File: config.mk
export PLATFORM = sky130hd
export DESIGN_NAME = cdrm_ctrl
export DESIGN_NICKNAME = d
export VERILOG_FILES = /design/src/hw/rtl/cdrm_pkg.sv /design/src/hw/rtl/cdrm_ctrl.sv
export SDC_FILE = /design/constraint.sdc
export NUM_CORES = 1
export LEC_CHECK = 0
export BUFFER_PORTS_ARGS = -buffer_cell sky130_fd_sc_hd__buf_2
export CAP_MARGIN = 20
export CORE_MARGIN = 5
export CORE_UTILIZATION = 35
export CTS_CLUSTER_DIAMETER = 150
export DETAILED_ROUTE_END_ITERATION = 12
export PLACE_DENSITY_LB_ADDON = 0.08
export REMOVE_ABC_BUFFERS = 1
export SYNTH_ARGS = -nofsm -noshare
export SYNTH_HDL_FRONTEND = slang
export SYNTH_SLANG_ARGS = --single-unit
export TNS_END_PERCENT = 5
File: constraint.sdc
create_clock -name clk -period 1.3 [get_ports clk]
set_input_delay 0.26 -clock clk [delete_from_list [all_inputs] [get_ports clk]]
set_output_delay 0.26 -clock clk [all_outputs]
set_load 0.1 [all_outputs]
File: src/hw/rtl/cdrm_pkg.sv
// ----------------------------------------------------------------------------
// cdrm_pkg
// Shared types and constants for the counter delta rate meter: request
// payloads, controller states, divider operations and the command/status
// structs between controller and datapath.
// ----------------------------------------------------------------------------
package cdrm_pkg;

  localparam int FIELD_W     = 64;  // width of every counter/time field
  localparam int DIV_W       = 64;  // divider operand width
  localparam int STEP_W      = 7;   // divider step counter, holds up to DIV_W
  localparam int BUSY_W      = 7;   // busy percent field

  localparam int RATE_SCALE  = 1000; // ms -> s
  localparam int SCALE_SHIFT = 10;   // 2^10 > RATE_SCALE
  localparam int SCALE_W     = DIV_W + SCALE_SHIFT;
  localparam int PCT_SCALE   = 100;
  localparam int PCT_SHIFT   = 7;    // 2^7 > PCT_SCALE
  localparam int PCT_W       = DIV_W + PCT_SHIFT;
  localparam int TOT_W       = DIV_W + 1; // kernel + user tick sum

  typedef struct packed {
    logic [FIELD_W-1:0] now_ms;
    logic               net_valid;
    logic [FIELD_W-1:0] rx_count;
    logic [FIELD_W-1:0] tx_count;
    logic               source_changed;
    logic               cpu_valid;
    logic [FIELD_W-1:0] idle_time;
    logic [FIELD_W-1:0] kernel_time;
    logic [FIELD_W-1:0] user_time;
  } sample_t;

  typedef struct packed {
    logic [FIELD_W-1:0] rx_rate;
    logic [FIELD_W-1:0] tx_rate;
    logic [FIELD_W-1:0] rx_total;
    logic [FIELD_W-1:0] tx_total;
    logic [BUSY_W-1:0]  busy_percent;
  } result_t;

  typedef enum logic [3:0] {
    ST_IDLE,
    ST_CHK_RX,
    ST_RX_WHOLE,
    ST_RX_SCALE,
    ST_CHK_TX,
    ST_TX_WHOLE,
    ST_TX_SCALE,
    ST_CHK_CPU,
    ST_CPU_DIV,
    ST_DONE
  } ctrl_state_t;

  typedef enum logic [2:0] {
    OP_RX_WHOLE,
    OP_RX_SCALE,
    OP_TX_WHOLE,
    OP_TX_SCALE,
    OP_BUSY
  } div_op_t;

  typedef struct packed {
    logic    prep;       // take a request, update baselines and totals
    logic    div_start;
    div_op_t div_op;
    logic    fin_rx;
    logic    fin_tx;
    logic    fin_busy;
    logic    load_out;
  } dp_cmd_t;

  typedef struct packed {
    logic rx_go;
    logic tx_go;
    logic cpu_go;
    logic div_busy;
    logic div_done;
  } dp_status_t;

endpackage

File: src/hw/rtl/cdrm_ctrl.sv
// ----------------------------------------------------------------------------
// cdrm_ctrl
// Sequencer: takes a request, runs the rate and busy divisions that apply
// on the shared divider, then hands the result to the output register.
// ----------------------------------------------------------------------------
module cdrm_ctrl (
  input  logic                 clk,
  input  logic                 rst,
  input  logic                 in_valid,
  output logic                 in_ready,
  output logic                 out_valid,
  input  logic                 out_ready,
  input  cdrm_pkg::dp_status_t status,
  output cdrm_pkg::dp_cmd_t    cmd
);
  import cdrm_pkg::*;

  ctrl_state_t state, state_next;

  always_ff @(posedge clk) begin
    if (rst) begin
      state     <= ST_IDLE;
      out_valid <= 1'b0;
    end else begin
      state <= state_next;
      if (cmd.load_out)    out_valid <= 1'b1;
      else if (out_ready)  out_valid <= 1'b0;
    end
  end

  always_comb begin
    state_next = state;
    unique case (state)
      ST_IDLE:     if (in_valid) state_next = ST_CHK_RX;
      ST_CHK_RX:   state_next = status.rx_go ? ST_RX_WHOLE : ST_CHK_TX;
      ST_RX_WHOLE: if (status.div_done) state_next = ST_RX_SCALE;
      ST_RX_SCALE: if (status.div_done) state_next = ST_CHK_TX;
      ST_CHK_TX:   state_next = status.tx_go ? ST_TX_WHOLE : ST_CHK_CPU;
      ST_TX_WHOLE: if (status.div_done) state_next = ST_TX_SCALE;
      ST_TX_SCALE: if (status.div_done) state_next = ST_CHK_CPU;
      ST_CHK_CPU:  state_next = status.cpu_go ? ST_CPU_DIV : ST_DONE;
      ST_CPU_DIV:  if (status.div_done) state_next = ST_DONE;
      ST_DONE:     if (!out_valid || out_ready) state_next = ST_IDLE;
      default:     state_next = ST_IDLE;
    endcase
  end

  always_comb begin
    cmd      = '0;
    in_ready = (state == ST_IDLE);
    unique case (state)
      ST_IDLE:     cmd.prep = in_valid;
      ST_CHK_RX: begin
        cmd.div_start = status.rx_go;
        cmd.div_op    = OP_RX_WHOLE;
      end
      ST_RX_WHOLE: begin
        cmd.div_start = status.div_done;
        cmd.div_op    = OP_RX_SCALE;
      end
      ST_RX_SCALE: cmd.fin_rx = status.div_done;
      ST_CHK_TX: begin
        cmd.div_start = status.tx_go;
        cmd.div_op    = OP_TX_WHOLE;
      end
      ST_TX_WHOLE: begin
        cmd.div_start = status.div_done;
        cmd.div_op    = OP_TX_SCALE;
      end
      ST_TX_SCALE: cmd.fin_tx = status.div_done;
      ST_CHK_CPU: begin
        cmd.div_start = status.cpu_go;
        cmd.div_op    = OP_BUSY;
      end
      ST_CPU_DIV:  cmd.fin_busy = status.div_done;
      ST_DONE:     cmd.load_out = !out_valid || out_ready;
      default:     cmd = '0;
    endcase
  end

endmodule

==> flow_metrics.tcl <==
set metrics [dict create \
    postSynthCellCount 67 \
    fin_tns_setup_ns -3.30 \
    place.gp.congestion 0.797 \
    dp_hpwl_um 1240 \
    maximum_clock_frequency_mhz 601 \
    peak_ir_drop_on_the_vdd_network_mv 1.00 \
    arrival_ns 1.40 \
    cts-root-buf "sky130_fd_sc_hd__clkbuf_4" \
    global_route.usage.total_pct 17.5 \
    hold_path_class "in -> reg" \
    grt_overflow_total 0 \
    synth_largest_area_cell "sky130_fd_sc_hd__dfxtp_1" \
    worst_margin_pin_slew_ns 0.246 \
    synth_top_family_by_area "simple AND/OR/NAND/NOR gates" \
    clkSlewWorstSetupHoldPaths_ns 0.04 \
    post_cts_buffers 0 \
    clock_skew_ns 0.00430 \
    violations "negative setup slack" \
    avgSynthCellArea_um2 7.08 \
    cts_inserted_buffers 3 \
    slew_headroom_pct 83.5 \
    period_needed_ns 1.66 \
    synthMuxAreaShare_pct 6.33 \
    drt_drc_violations_left 0 \
    tritoncts_clock_tree "done" \
    post_detailed_route_count_of_antenna_violating_nets 0 \
    fill_cells 81 \
    worstSetupEndpointType "primary output" \
    ys_types 31 \
    die_area_mm2 0.00219 \
    worstSkewPairLatency_ns 0.24 \
    timing.reg2reg.worst_path_depth 6 \
    fin_ws_ns -0.364 \
    wl_per_cell_um 13.8 \
    area.growth.synth_to_final_pct 115 \
    utilization_pct 79.3 \
    number_of_antenna_violations_at_the_first_check_in_global_routing 0 \
    largest_fanout_on_the_critical_path 14 \
    crit_path_start_kind "flop" \
    max_cap_violations 0 \
    routed-via-count 641 \
    final_net_count 116 \
    initial_core_util_pct 36.9 \
    timing.critical_path.cells "buf_6 -> buf_8 -> nand2b_4 -> nor3_2 -> buf_4 -> buf_12" \
    place_worst_setup_slack_ns -0.274 \
    port_buffers 18 \
    yosysSeqAreaShare_pct 21.1 \
    num_antenna_cells 0 \
    cts-htree-levels 1 \
    grt_start_max_net_pins 15 \
    xor_xnor_portion_of_the_synthesized_cell_area_pct 0 \
    fp.dieW_um 46.8 \
    total_power_mw 1.00 \
    post_synth_fa_ha_maj_area_fraction_pct 0 \
    timing_max_transition_violations_final 0 \
    number_of_sinks_handled_by_clock_tree_synthesis 5 \
    ys_warn_count 0 \
    synth-edff-count 0 \
    min_period_over_period_pct 128 \
    crit_cells 6 \
    grt_pass1_vias 646 \
    synthSimpleGateAreaFrac_pct 36.9 \
    kind_of_cell_adding_the_most_delay_to_the_critical_path "buffers and inverters" \
    routed_via_density 5.30 \
    worst_path_largest_cell_delay_ns 0.35 \
    timing.final.setup_violations 13 \
    cts-root-to-sink-buffers 2 \
    row_cnt 13 \
    drive_above_1_share_pct 60.4 \
    synth_compound_area_share_pct 26.9 \
    core_region_area_mm2 0.00128 \
    timing.hold.worst_path_depth 2 \
    ys_dominant_reg_cell "sky130_fd_sc_hd__dfxtp_1" \
    run_status "complete, but fails checks" \
    grt_pass1_wl_um 2750 \
    ys_top_cells_by_count "sky130_fd_sc_hd__nor2_1, sky130_fd_sc_hd__nand2_1, sky130_fd_sc_hd__dfxtp_1" \
    hold-worst-slack_ns 0.218 \
    postSynthRegisterBits 5 \
    synth_async_sr_flop_share_pct 0 \
    dieHeight_um 46.8 \
    power.density_cell_area_mw_per_mm2 983 \
    static-leakage-power_nw 0.430 \
    final-hold-violation-count 0 \
    crit_type "reg -> out" \
    cpMaxStageDelayCell "sky130_fd_sc_hd__dfxtp_4" \
    finalWirelength_um 1670 \
    worst_ep_required_time_ns 1.04 \
    netlist.area_leader.share_pct 21.1 \
    most_used_standard_cell_by_instance_count_after_synthesis "sky130_fd_sc_hd__nor2_1" \
    drtIter0Drc 13 \
    cp.buffers_inverters 4 \
    netlist_area_um2 474 \
    detail_route.first_pass.iterations 4 \
    io-pin-count 20 \
    grt_setup_unrepaired "true" \
    post_synth_main_area_contributors "sky130_fd_sc_hd__dfxtp_1, sky130_fd_sc_hd__nor2_1, sky130_fd_sc_hd__mux2i_1, sky130_fd_sc_hd__nand2_1, sky130_fd_sc_hd__a21oi_1" \
]
==> through the flow <==
stage / cell area (um^2) / std cells
after detailed placement: 883 / 117
after CTS: 987 / 121
after global routing: 1020 / 121
final: 1020 / 121
after global placement: 883 / 117
after floorplan: 444 / 62
==> registers in the layout (all words and copies together), names as in the netlist <==
register and flops:
state 4, out_valid 1
==> final cells by class <==
cell class | instances | area (um^2) | share of cell area [%]
Tap cell | 15 | 18.8 | 1.84
Sequential cell | 5 | 110 | 10.8
Clock buffer | 4 | 26.3 | 2.58
Inverter | 3 | 11.3 | 1.11
Multi-Input combinational cell | 54 | 409 | 40.2
Timing Repair Buffer | 40 | 443 | 43.5
==> path summary, 6_finish.rpt <==
kind	start	to	slack, ns
min reg2reg	out_valid	out_valid	0.59
max reg2reg	state[0]	state[2]	-0.18
max	state[0]	cmd[2]	-0.36
min	rst	out_valid	0.22
==> placed cells by master (no fill, tap or decap), types with 4 or more instances in the layout <==
master	instances
sky130_fd_sc_hd__a21oi_1	4
sky130_fd_sc_hd__buf_12	11
sky130_fd_sc_hd__buf_2	7
sky130_fd_sc_hd__buf_4	17
sky130_fd_sc_hd__buf_6	4
sky130_fd_sc_hd__nand2_1	6
sky130_fd_sc_hd__nor2_1	5
==> what timing repair did <==
action	in CTS	in global routing
pin swaps	6	2
gates resized for setup	22	9
hold buffers	0	0
endpoints found under the setup margin	13	13
==> metal layers <==
metal	vias to the layer above	global-route usage (%)	routed length (um)
li1	317	-	-
met2	20	30.6	898
met3	2	4.98	84
met4	0	5.52	14
met5	-	0	0
met1	302	20.4	670
==> power by group <==
part	switching, mW	internal, mW	leakage, nW
Sequential	0.0192	0.167	0.0430
Combinational	0.357	0.284	0.372
Clock	0.0584	0.116	0.0150
Total	0.434	0.567	0.430
==> cell families after synthesis <==
group	Yosys count
AOI/OAI and AO/OA	18
buffers and inverters	8
DFF	5
muxes	3
and+or+nand+nor	33
Note: power is estimated with default switching activity, not from simulation.
